[src/hdl/tlc_pkg.sv]
// ---------------------------------------------------------------------------
// tlc_pkg: shared types and recognizer tables
// Character codes, recognizer state codes, class codes and the step and
// verdict functions of the integer, decimal and dotted-date recognizers.
// ---------------------------------------------------------------------------
package tlc_pkg;

    // Character codes
    localparam logic [7:0] CH_QUOTE = 8'h22;
    localparam logic [7:0] CH_DOT   = 8'h2E;
    localparam logic [7:0] CH_LE    = 8'h65;
    localparam logic [7:0] CH_UE    = 8'h45;
    localparam logic [7:0] CH_PLUS  = 8'h2B;
    localparam logic [7:0] CH_MINUS = 8'h2D;
    localparam logic [7:0] CH_ZERO  = 8'h30;
    localparam logic [7:0] CH_NINE  = 8'h39;

    // Integer recognizer states
    localparam logic [1:0] INT_START = 2'd0;
    localparam logic [1:0] INT_DIGS  = 2'd1;
    localparam logic [1:0] INT_DEAD  = 2'd3;

    // Decimal recognizer states
    localparam logic [2:0] DEC_START = 3'd0;
    localparam logic [2:0] DEC_IDIG  = 3'd1;
    localparam logic [2:0] DEC_DOT   = 3'd2;
    localparam logic [2:0] DEC_FDIG  = 3'd3;
    localparam logic [2:0] DEC_EXP   = 3'd4;
    localparam logic [2:0] DEC_ESGN  = 3'd5;
    localparam logic [2:0] DEC_EDIG  = 3'd6;
    localparam logic [2:0] DEC_DEAD  = 3'd7;

    // Dotted-date recognizer: even = expecting a group digit, odd = in a group
    localparam logic [3:0] DOT_START = 4'd0;
    localparam logic [3:0] DOT_G3    = 4'd5;
    localparam logic [3:0] DOT_G4    = 4'd7;
    localparam logic [3:0] DOT_LAST  = 4'd9;
    localparam logic [3:0] DOT_DEAD  = 4'd15;

    // Token classes
    typedef enum logic [2:0] {
        CLS_INT  = 3'd0,
        CLS_DEC  = 3'd1,
        CLS_DATE = 3'd2,
        CLS_HOUR = 3'd3,
        CLS_MIN  = 3'd4,
        CLS_STR  = 3'd5
    } t_class;

    typedef struct packed {
        logic [1:0] int_st;
        logic [2:0] dec_st;
        logic [3:0] dot_st;
    } t_bank;

    localparam t_bank BANK_START = '{int_st: INT_START, dec_st: DEC_START,
                                     dot_st: DOT_START};

    function automatic logic is_digit(input logic [7:0] c);
        return (c >= CH_ZERO) && (c <= CH_NINE);
    endfunction

    function automatic logic is_sign(input logic [7:0] c);
        return (c == CH_PLUS) || (c == CH_MINUS);
    endfunction

    function automatic logic [1:0] step_int(input logic [1:0] s, input logic [7:0] c);
        logic [1:0] r;
        r = INT_DEAD;
        if (s == INT_START) begin
            if (is_sign(c)) r = INT_START;
            else if (is_digit(c)) r = INT_DIGS;
        end else if (s == INT_DIGS && is_digit(c)) begin
            r = INT_DIGS;
        end
        return r;
    endfunction

    function automatic logic [2:0] step_dec(input logic [2:0] s, input logic [7:0] c);
        logic       d;
        logic [2:0] r;
        d = is_digit(c);
        r = DEC_DEAD;
        unique case (s)
            DEC_START: r = is_sign(c) ? DEC_START : (d ? DEC_IDIG : DEC_DEAD);
            DEC_IDIG:  r = d ? DEC_IDIG : ((c == CH_DOT) ? DEC_DOT : DEC_DEAD);
            DEC_DOT:   r = d ? DEC_FDIG : DEC_DEAD;
            DEC_FDIG:  r = d ? DEC_FDIG :
                           ((c == CH_LE || c == CH_UE) ? DEC_EXP : DEC_DEAD);
            DEC_EXP:   r = is_sign(c) ? DEC_ESGN : (d ? DEC_EDIG : DEC_DEAD);
            DEC_ESGN:  r = d ? DEC_EDIG : DEC_DEAD;
            DEC_EDIG:  r = d ? DEC_EDIG : DEC_DEAD;
            default:   r = DEC_DEAD;
        endcase
        return r;
    endfunction

    function automatic logic [3:0] step_dot(input logic [3:0] s, input logic [7:0] c);
        logic [3:0] r;
        r = DOT_DEAD;
        if (s <= DOT_LAST) begin
            if (!s[0]) begin
                if (is_digit(c)) r = s + 4'd1;
            end else if (is_digit(c)) begin
                r = s;
            end else if (c == CH_DOT && s < DOT_LAST) begin
                r = s + 4'd1;
            end
        end
        return r;
    endfunction

    function automatic t_bank step_bank(input t_bank b, input logic [7:0] c);
        t_bank r;
        r.int_st = step_int(b.int_st, c);
        r.dec_st = step_dec(b.dec_st, c);
        r.dot_st = step_dot(b.dot_st, c);
        return r;
    endfunction

    // First match wins
    function automatic t_class bank_class(input t_bank b);
        t_class r;
        priority if (b.int_st == INT_DIGS)                         r = CLS_INT;
        else if (b.dec_st == DEC_FDIG || b.dec_st == DEC_EDIG)     r = CLS_DEC;
        else if (b.dot_st == DOT_LAST)                             r = CLS_MIN;
        else if (b.dot_st == DOT_G4)                               r = CLS_HOUR;
        else if (b.dot_st == DOT_G3)                               r = CLS_DATE;
        else                                                       r = CLS_STR;
        return r;
    endfunction

endpackage

[src/hdl/tlc_if.sv]
// ---------------------------------------------------------------------------
// tlc_if: valid/ready channels of the classifier
// Byte channel into the block and class channel out of it.
// ---------------------------------------------------------------------------
interface tlc_byte_if;
    logic       valid;
    logic       ready;
    logic [7:0] char_code;
    logic       last_char;

    modport source (output valid, output char_code, output last_char, input ready);
    modport sink   (input valid, input char_code, input last_char, output ready);
endinterface

interface tlc_class_if;
    logic       valid;
    logic       ready;
    logic [2:0] token_class;

    modport source (output valid, output token_class, input ready);
    modport sink   (input valid, input token_class, output ready);
endinterface

[src/hdl/tlc_bank.sv]
// ---------------------------------------------------------------------------
// tlc_bank: one bank of literal recognizers
// Integer, decimal and dotted-date recognizers stepped side by side; gives
// the verdict of the state after the current step.
// ---------------------------------------------------------------------------
module tlc_bank (
    input  logic                i_clk,
    input  logic                i_rst_n,
    input  logic                i_step,
    input  logic                i_clear,
    input  logic [7:0]          i_char,
    output tlc_pkg::t_class     o_class
);

    tlc_pkg::t_bank r_state;
    tlc_pkg::t_bank n_state;

    // Next state and its verdict
    always_comb begin
        n_state = i_step ? tlc_pkg::step_bank(r_state, i_char) : r_state;
        o_class = tlc_pkg::bank_class(n_state);
    end

    // State register; cleared at the end of a token
    always_ff @(posedge i_clk) begin
        if (!i_rst_n || i_clear) begin
            r_state <= tlc_pkg::BANK_START;
        end else begin
            r_state <= n_state;
        end
    end

endmodule

[src/hdl/token_literal_classifier_core.sv]
// ---------------------------------------------------------------------------
// token_literal_classifier_core: numeric literal classifier
// Classifies a byte-serial token as integer, decimal, date, date-hour,
// date-minute or string.
// ---------------------------------------------------------------------------
// Takes one byte per cycle, except while a final byte waits for room in the
// output register, with last_char marking the final byte of each token; one
// class item comes out per token. A byte is registered in the input register,
// where the first recognizer bank steps on it and, from the third byte on,
// the second bank steps on the byte held before it; the class of a token
// lands in the output register as its final byte leaves the input register.
// The output register stalls only final bytes; other bytes keep flowing while
// a result waits. A quoted token of three or more bytes is classified on its
// inner bytes, which the second bank sees with one byte of delay.
module token_literal_classifier_core (
    input  logic           i_clk,
    input  logic           i_rst_n,
    tlc_byte_if.sink       i_byte,
    tlc_class_if.source    o_class
);

    // Input register
    logic        r_in_vld;
    logic [7:0]  r_in_char;
    logic        r_in_last;

    // Token context
    logic [7:0]  r_held;
    logic        r_first_quote;
    logic [1:0]  r_count;

    // Output register
    logic            r_out_vld;
    tlc_pkg::t_class r_out_class;

    logic            adv;
    logic            strip_step;
    logic            use_strip;
    tlc_pkg::t_class plain_class;
    tlc_pkg::t_class strip_class;

    // Handshake: a final byte waits for room in the output register
    assign adv          = r_in_vld && (!r_in_last || !r_out_vld || o_class.ready);
    assign i_byte.ready = !r_in_vld || adv;

    assign strip_step = r_count[1];
    assign use_strip  = r_count[1] && r_first_quote && (r_in_char == tlc_pkg::CH_QUOTE);

    always_ff @(posedge i_clk) begin
        if (!i_rst_n) begin
            r_in_vld <= 1'b0;
        end else if (i_byte.ready) begin
            r_in_vld <= i_byte.valid;
        end
    end

    always_ff @(posedge i_clk) begin
        if (i_byte.ready && i_byte.valid) begin
            r_in_char <= i_byte.char_code;
            r_in_last <= i_byte.last_char;
        end
    end

    // Recognizer banks: every byte, and inner bytes only
    tlc_bank u_plain (
        .i_clk   (i_clk),
        .i_rst_n (i_rst_n),
        .i_step  (adv),
        .i_clear (adv && r_in_last),
        .i_char  (r_in_char),
        .o_class (plain_class)
    );

    tlc_bank u_strip (
        .i_clk   (i_clk),
        .i_rst_n (i_rst_n),
        .i_step  (adv && strip_step),
        .i_clear (adv && r_in_last),
        .i_char  (r_held),
        .o_class (strip_class)
    );

    // Held byte, first-quote flag and saturating byte count
    always_ff @(posedge i_clk) begin
        if (!i_rst_n) begin
            r_held        <= 8'd0;
            r_first_quote <= 1'b0;
            r_count       <= 2'd0;
        end else if (adv) begin
            if (r_in_last) begin
                r_held        <= 8'd0;
                r_first_quote <= 1'b0;
                r_count       <= 2'd0;
            end else begin
                r_held <= r_in_char;
                if (r_count == 2'd0) r_first_quote <= (r_in_char == tlc_pkg::CH_QUOTE);
                if (r_count != 2'd3) r_count <= r_count + 2'd1;
            end
        end
    end

    // Result register
    always_ff @(posedge i_clk) begin
        if (!i_rst_n) begin
            r_out_vld <= 1'b0;
        end else if (adv && r_in_last) begin
            r_out_vld <= 1'b1;
        end else if (o_class.ready) begin
            r_out_vld <= 1'b0;
        end
    end

    always_ff @(posedge i_clk) begin
        if (adv && r_in_last) begin
            r_out_class <= use_strip ? strip_class : plain_class;
        end
    end

    assign o_class.valid       = r_out_vld;
    assign o_class.token_class = r_out_class;

    // Checks
    a_final_gives_result: assert property (@(posedge i_clk) disable iff (!i_rst_n)
        adv && r_in_last |=> r_out_vld)
        else $error("final byte did not produce a result");

    a_final_resets_ctx: assert property (@(posedge i_clk) disable iff (!i_rst_n)
        adv && r_in_last |=> (r_count == 2'd0) && !r_first_quote)
        else $error("token context not cleared after final byte");

    a_count_steps: assert property (@(posedge i_clk) disable iff (!i_rst_n)
        adv && !r_in_last && (r_count != 2'd3) |=> r_count == $past(r_count) + 2'd1)
        else $error("byte count did not advance");

    a_no_overwrite: assert property (@(posedge i_clk) disable iff (!i_rst_n)
        r_out_vld && !o_class.ready |-> !(adv && r_in_last))
        else $error("pending result overwritten");

    a_class_range: assert property (@(posedge i_clk) disable iff (!i_rst_n)
        r_out_vld |-> r_out_class <= tlc_pkg::CLS_STR)
        else $error("class code out of range");

endmodule
[src/flat_wrapper.sv]
// flat-port wrapper written by rule: the top's interface ports become plain ports
module token_literal_classifier_core_flat 
  (i_clk, i_rst_n, i_byte_valid, i_byte_char_code, i_byte_last_char, i_byte_ready, o_class_valid, o_class_token_class, o_class_ready);
  tlc_byte_if i_byte_i ();
  tlc_class_if o_class_i ();
  input  logic i_clk;
  input  logic i_rst_n;
  input wire logic [$bits(i_byte_i.valid)-1:0] i_byte_valid;
  input wire logic [$bits(i_byte_i.char_code)-1:0] i_byte_char_code;
  input wire logic [$bits(i_byte_i.last_char)-1:0] i_byte_last_char;
  output wire logic [$bits(i_byte_i.ready)-1:0] i_byte_ready;
  output wire logic [$bits(o_class_i.valid)-1:0] o_class_valid;
  output wire logic [$bits(o_class_i.token_class)-1:0] o_class_token_class;
  input wire logic [$bits(o_class_i.ready)-1:0] o_class_ready;
  assign i_byte_i.valid = i_byte_valid;
  assign i_byte_i.char_code = i_byte_char_code;
  assign i_byte_i.last_char = i_byte_last_char;
  assign i_byte_ready = i_byte_i.ready;
  assign o_class_valid = o_class_i.valid;
  assign o_class_token_class = o_class_i.token_class;
  assign o_class_i.ready = o_class_ready;
  token_literal_classifier_core u_core (.i_clk(i_clk), .i_rst_n(i_rst_n), .i_byte(i_byte_i), .o_class(o_class_i));
endmodule
[config.mk]
export PLATFORM = sky130hd
export DESIGN_NAME = token_literal_classifier_core_flat
export DESIGN_NICKNAME = d
export VERILOG_FILES = /design/src/hdl/tlc_pkg.sv /design/src/hdl/tlc_if.sv /design/src/hdl/tlc_bank.sv /design/src/hdl/token_literal_classifier_core.sv /design/src/flat_wrapper.sv
export SDC_FILE = /design/constraint.sdc
export NUM_CORES = 1
export LEC_CHECK = 0
export BUFFER_PORTS_ARGS = -buffer_cell sky130_fd_sc_hd__buf_2
export CORE_ASPECT_RATIO = 1.2
export CORE_MARGIN = 5
export CORE_UTILIZATION = 60
export DETAILED_ROUTE_END_ITERATION = 10
export MAX_ROUTING_LAYER = met4
export PLACE_DENSITY = 0.8
export SLEW_MARGIN = 5
export SYNTH_ARGS = -nofsm -noshare
export SYNTH_HDL_FRONTEND = slang
export SYNTH_SLANG_ARGS = --single-unit
[constraint.sdc]
create_clock -name i_clk -period 5.9 [get_ports i_clk]
set_input_delay 1.18 -clock i_clk [delete_from_list [all_inputs] [get_ports i_clk]]
set_output_delay 1.18 -clock i_clk [all_outputs]
set_load 0.01 [all_outputs]
Word level (Yosys, flattened, before mapping)
Cells that the tools add are included.
- register bits after elaboration: 43
- input port bits: 13
- output and inout port bits: 5
- $add $sub $neg: 3
- magnitude comparators: 8
- equal/unequal tests: 38
- mux-type cells: 58
- reduce and logical (&&, ||, !) cells: 38
- operator list (operator ; count):
    $mux 3 ; 25
    $eq 8x6->1 const B ; 7
    $mux 4 ; 10
    $pmux 3 s6 ; 2
    $eq 8x7->1 const B ; 4
    $eq 3x3->1 const B ; 8
    $mux 2 ; 12
    $eq 3x2->1 const B ; 6
    $mux 9 ; 2
    $eq 4x3->1 const B ; 4
    $ge 8x6->1 const B ; 2
    $le 8x6->1 const B ; 2
    $logic_and 1x1->1 ; 12
    $logic_or 1x1->1 ; 10
    $add 4x1->4 const B ; 2
    $eq 2x1->1 const B ; 4
    $eq 4x4->1 const B ; 2
    $le 4x4->1 const B ; 2
    $lt 4x4->1 const B ; 2
    $mux 8 ; 1
    $eq 3x1->1 const B ; 2
    $logic_not 2->1 ; 3
    $logic_not 3->1 ; 2
    $mux 1 ; 6
    other kinds (6) ; 13

Logic depth before layout (Yosys ltp)
- depth in word-level cells: 14
- depth in mapped cells: 9
- gate-level depth less buffers: 9

Modules after synthesis
Synthesis repeated with hierarchy kept, for this count alone.
- cells, all modules: 287
- area total of the unflattened synthesis: 2595.0 um^2
- modules (own cells, without submodules) (module ; times used ; cells an instance ; area an instance (um^2)):
    tlc_bank ; 2 ; 99 ; 769.5
    token_literal_classifier_core ; 1 ; 89 ; 1056.0

Worst setup path after synthesis
Ideal clock, no wire load.
- path type: input -> register
- start: input o_class_ready
- end: register u_core.r_out_class[0] (netlist: u_core.o_class.token_class[0]), data pin
- library setup time: 0.270 ns
- arrival time: 2.533 ns
- data required time: 5.630 ns
- slack: 3.098 ns
- stages: 6
- buffers on the path: 0
- cells stage by stage: and3b_1 > a211oi_1 > o22ai_1 > o41ai_1 > o211a_1 > o22ai_1
- word-level cells in the longest chain between the ends: 11
- RTL lines (item ; RTL line ; RTL):
    start, declared ; flat_wrapper.sv:14 ; input wire logic [$bits(o_class_i.ready)-1:0] o_class_ready;
    $logic_or 1x1->1 (*) ; token_literal_classifier_core.sv:43 ; assign adv = r_in_vld && (!r_in_last || !r_out_vld || o_class.ready);
    $logic_and 1x1->1 (*) ; token_literal_classifier_core.sv:43 ;
    $logic_and 1x1->1 ; token_literal_classifier_core.sv:77 ; .i_step (adv && strip_step),
    $mux 9 ; tlc_bank.sv:20 ; n_state = i_step ? tlc_pkg::step_bank(r_state, i_char) : r_state;
    $eq 4x3->1 ; tlc_pkg.sv:128 ; else if (b.dot_st == DOT_G3) r = CLS_DATE;
    $mux 3 ; tlc_pkg.sv:128 ;
    $mux 3 ; tlc_pkg.sv:127 ; else if (b.dot_st == DOT_G4) r = CLS_HOUR;
    $mux 3 ; tlc_pkg.sv:126 ; else if (b.dot_st == DOT_LAST) r = CLS_MIN;
    $mux 3 ; tlc_pkg.sv:125 ; else if (b.dec_st == DEC_FDIG || b.dec_st == DEC_EDIG) r = CLS_DEC;
    $mux 3 ; tlc_pkg.sv:124 ; priority if (b.int_st == INT_DIGS) r = CLS_INT;
    $mux 3 (*) ; token_literal_classifier_core.sv:115 ; r_out_class <= use_strip ? strip_class : plain_class;
    end signal, assigned ; token_literal_classifier_core.sv:115 ;
    end, declared ; token_literal_classifier_core.sv:34 ; tlc_pkg::t_class r_out_class;
Every way passes the cells marked *; elsewhere a longest branch is shown, timed or not.
A chain may end at the register's enable or synchronous reset.

Worst setup path after layout
- start: input o_class_ready
- end: output i_byte_ready
- word-level cells in the longest chain between the ends: 3
- RTL lines (item ; RTL line ; RTL):
    $logic_or 1x1->1 ; token_literal_classifier_core.sv:43 ;
    $logic_and 1x1->1 ; token_literal_classifier_core.sv:43 ;
    $logic_or 1x1->1 ; token_literal_classifier_core.sv:44 ; assign i_byte.ready = !r_in_vld || adv;
    end, declared ; flat_wrapper.sv:11 ; output wire logic [$bits(i_byte_i.ready)-1:0] i_byte_ready;
No other way between the ends.

==> results.cfg <==
[logic_synthesis]
synth_cell_types = 57
synth.avg_cell_area_um2 = 8.94
synth.largest_area_cell = dfxtp_1
synth_edf_count = 12
syn-cell-area_mm2 = 0.00239
async_reset_ff_share_pct = 0
synth_cells = 267
synth_fp_nets = 288
synth-seq-cells = 43
synthFlopType = dfxtp_1
synth_most_common_cell = dfxtp_1
ys_seq_area_share_pct = 41.1
yosysWarningCount = 0
netlist_top_cells_count = dfxtp_1 (31), inv_1 (23), nor2_1 (23)
synthDominantCellAreaShare_pct = 26.0
synth_area_leaders = dfxtp_1 (26%), edfxtp_1 (15%), ha_1 (4.2%), nor2b_1 (4.2%), a21oi_1 (3.8%)

[cells_and_area]
nets = 306
layout-drive-gt1-share_pct = 11.2
stdcell_area_mm2 = 0.00260
area_growth_pct = 9.02
num_antenna_cells = 0

[power_and_ir_drop]
switching_share_pct = 25.8
power_density_mw_per_mm2 = 220
seq_power_share_pct = 57.8
p_leak_nw = 0.946
ir_drop_mv = 0.170
switchingPower_w = 0.000148
pwr-share-clk_pct = 31.7
p_int_w = 0.000425
pwr-share-comb_pct = 10.5

[critical_path]
setup.worst_path.class = input pin to output pin
r2r-end = u_core.o_class.token_class[0]
worstPathMaxFanout = 5
end_kind = output pin
arrival_ns = 1.83
r2r.worst_path.cells = 9
r2r_setup_slack_ns = 3.34
r2r_start = u_core.u_strip.r_state[0]
worstSetupStartpointType = input pin
required_ns = 4.72

[placed_design]
gp_congestion = 0.942
placement.io_buffers = 17
dpl.hpwl_um = 3950
place_area_mm2 = 0.00252

[floorplanning]
io_pins = 18
die_w_um = 67.6
core-area_mm2 = 0.00391
placementRows = 25
initial_core_util_pct = 61.0
dieArea_mm2 = 0.00534
die_y_um = 79.1

[global_routing]
use_met2_pct = 37.0
gr-usage-met1_pct = 26.5
antenna_found_initial = 0
grt.busiest_layer = met2
grtUsageTotal_pct = 22.9
grt_max_degree = 16
overflow = 0
grt_pass1_vias = 2017
grt_pass1_wl_um = 9150
met3_usage_pct = 4.81

[routing]
drtIter0Drc = 177
drc_errors = 0
vias_per_cell = 6.14
avgRoutedWirePerCell_um = 15.6
wirelength_um = 5310
vias = 2086
antenna_left = 0
firstDrtPassIters = 5

[clock_tree]
clock_sinks = 43
cts.htree.levels = 2
hold_buffers = 0
clockBufferDepth = 2
root_buffer = clkbuf_8
clk_pin_slew_ns = 0.08
cts_setup_buffers = 0
cts_buffers = 5
clock_latency_ns = 0.30
cts_resized = 0
cts_tree = built

[worst_hold_path]
min_to = u_core.u_strip.r_state[8]
hold_start = u_core.u_strip.r_state[8]
hold_path_class = flip-flop to flip-flop
hold_depth = 2

[timing]
fin_skew_ns = 0.00585
finalCritPeriodShare_pct = 51.0
drv_slew = 0
relSlewSlack_pct = 52.5
hold_violations = 0
setup_violations = 0
worstMarginPinSlew_ns = 0.711
fmax_ghz = 0.332
rsz0062_at_grt = false
period_needed_ns = 3.01
finalSetupTns_ns = 0

[status]
status = complete, no violations

[run]
drv_cap = 0
-- state kept, by name, summed over array words and instances (netlist names) --
register                    flops
u_core.u_strip.r_state          9
u_core.r_count                  2
u_core.r_held                   8
u_core.r_in_char                8
u_core.o_class.valid            1
u_core.o_class.token_class      3
u_core.r_first_quote            1
u_core.r_in_last                1
u_core.u_plain.r_state          9
u_core.r_in_vld                 1
-- metal layers --
layer,vias to the layer above,wire [um]
met3,14,291
met1,981,2250
li1,1019,-
met4,0,166
met5,-,0
met2,72,2600
-- cells in the final DEF (no fill, tap or decap), types with 2 or more instances in the layout --
master	instances
or2_2	2
and4b_1	2
nor4_1	2
ha_1	8
a22oi_1	8
nor4b_1	2
nor2_1	23
o21ai_0	16
o211ai_1	3
nand4_1	4
edfxtp_1	12
a21oi_1	18
a32oi_1	5
nand2b_1	5
and2_1	8
and3b_1	2
o211a_1	2
o21bai_1	2
xor2_1	4
nand3_1	5
o22ai_1	3
clkbuf_8	5
nor2b_1	16
dfxtp_1	31
a31oi_1	6
nor4bb_1	3
nand2_1	12
buf_2	17
inv_1	23
a211oi_1	2
and3_1	2
nor3_1	4
-- stage by stage --
| stage | instances | power [W] | setup WS [ns] | hold slack (ns) | util [%] |
|---|---|---|---|---|---|
| final | 340 | 0.000573 | 2.89 | 0.465 | 66.5 |
| after global routing | 340 | 0.000601 | 2.84 | 0.495 | 66.5 |
| after CTS | 340 | 0.000574 | 2.89 | 0.467 | 66.5 |
| after detailed placement | 332 | 0.000396 | 2.73 | 0.453 | 64.4 |
| after global placement | 332 | 0.000394 | 2.74 | 0.449 | 64.4 |
| after floorplan | 267 | 0.000379 | 3.10 | 0.435 | - |
-- worst max-delay path: stages --
cell     delay [ns]
buf_2          0.11
and3b_1        0.28
nand2_1        0.10
buf_2          0.16
-- layout make-up --
cell class              instances  area, um^2
fillers                       330        1310
multi-input cells             195        1300
flip-flops and latches         43         981
inverters                      23        86.3
repair buffers                 17        85.1
clock buffers                   6        72.6
well taps                      54        67.6
clock inverters                 2        12.5
-- kinds of logic (layout without fill, tap and decap cells) --
| group | count (synthesis) | in the layout | synth area share, % |
|---|---|---|---|
| buffers and inverters | 29 | 48 | 4.56 |
| flip-flops | 43 | 43 | 41.1 |
| adder cells (fa/ha/maj) | 8 | 8 | 4.20 |
| XOR/XNOR | 5 | 5 | 1.84 |
| multiplexers | 2 | 2 | 0.891 |
| AO/OA/AOI/OAI | 80 | 80 | 23.2 |
| AND/OR/NAND/NOR | 100 | 100 | 24.2 |
-- how the worst max path moves through the flow --
stage | from | endpoint | slack, ns | cells past startpoint
6_report | o_class_ready | i_byte_ready | 2.89 | 4
2_1_floorplan | o_class_ready | u_core.o_class.token_class[0] | 3.10 | 6
4_1_cts | o_class_ready | i_byte_ready | 2.89 | 4
3_5_place_dp | o_class_ready | u_core.o_class.token_class[0] | 2.73 | 7
3_3_place_gp | o_class_ready | u_core.o_class.token_class[0] | 2.74 | 7
5_1_grt | o_class_ready | i_byte_ready | 2.84 | 4
-- power groups by stage --
stage	logic, W	registers [W]	clock network (W)
2_1_floorplan	0.0000460	0.000333	0
3_3_place_gp	0.0000572	0.000337	0
3_5_place_dp	0.0000591	0.000337	0
4_1_cts	0.0000596	0.000331	0.000184
5_1_grt	0.0000675	0.000333	0.000200
6_report	0.0000602	0.000331	0.000182
(Power assumes the default switching activity.)
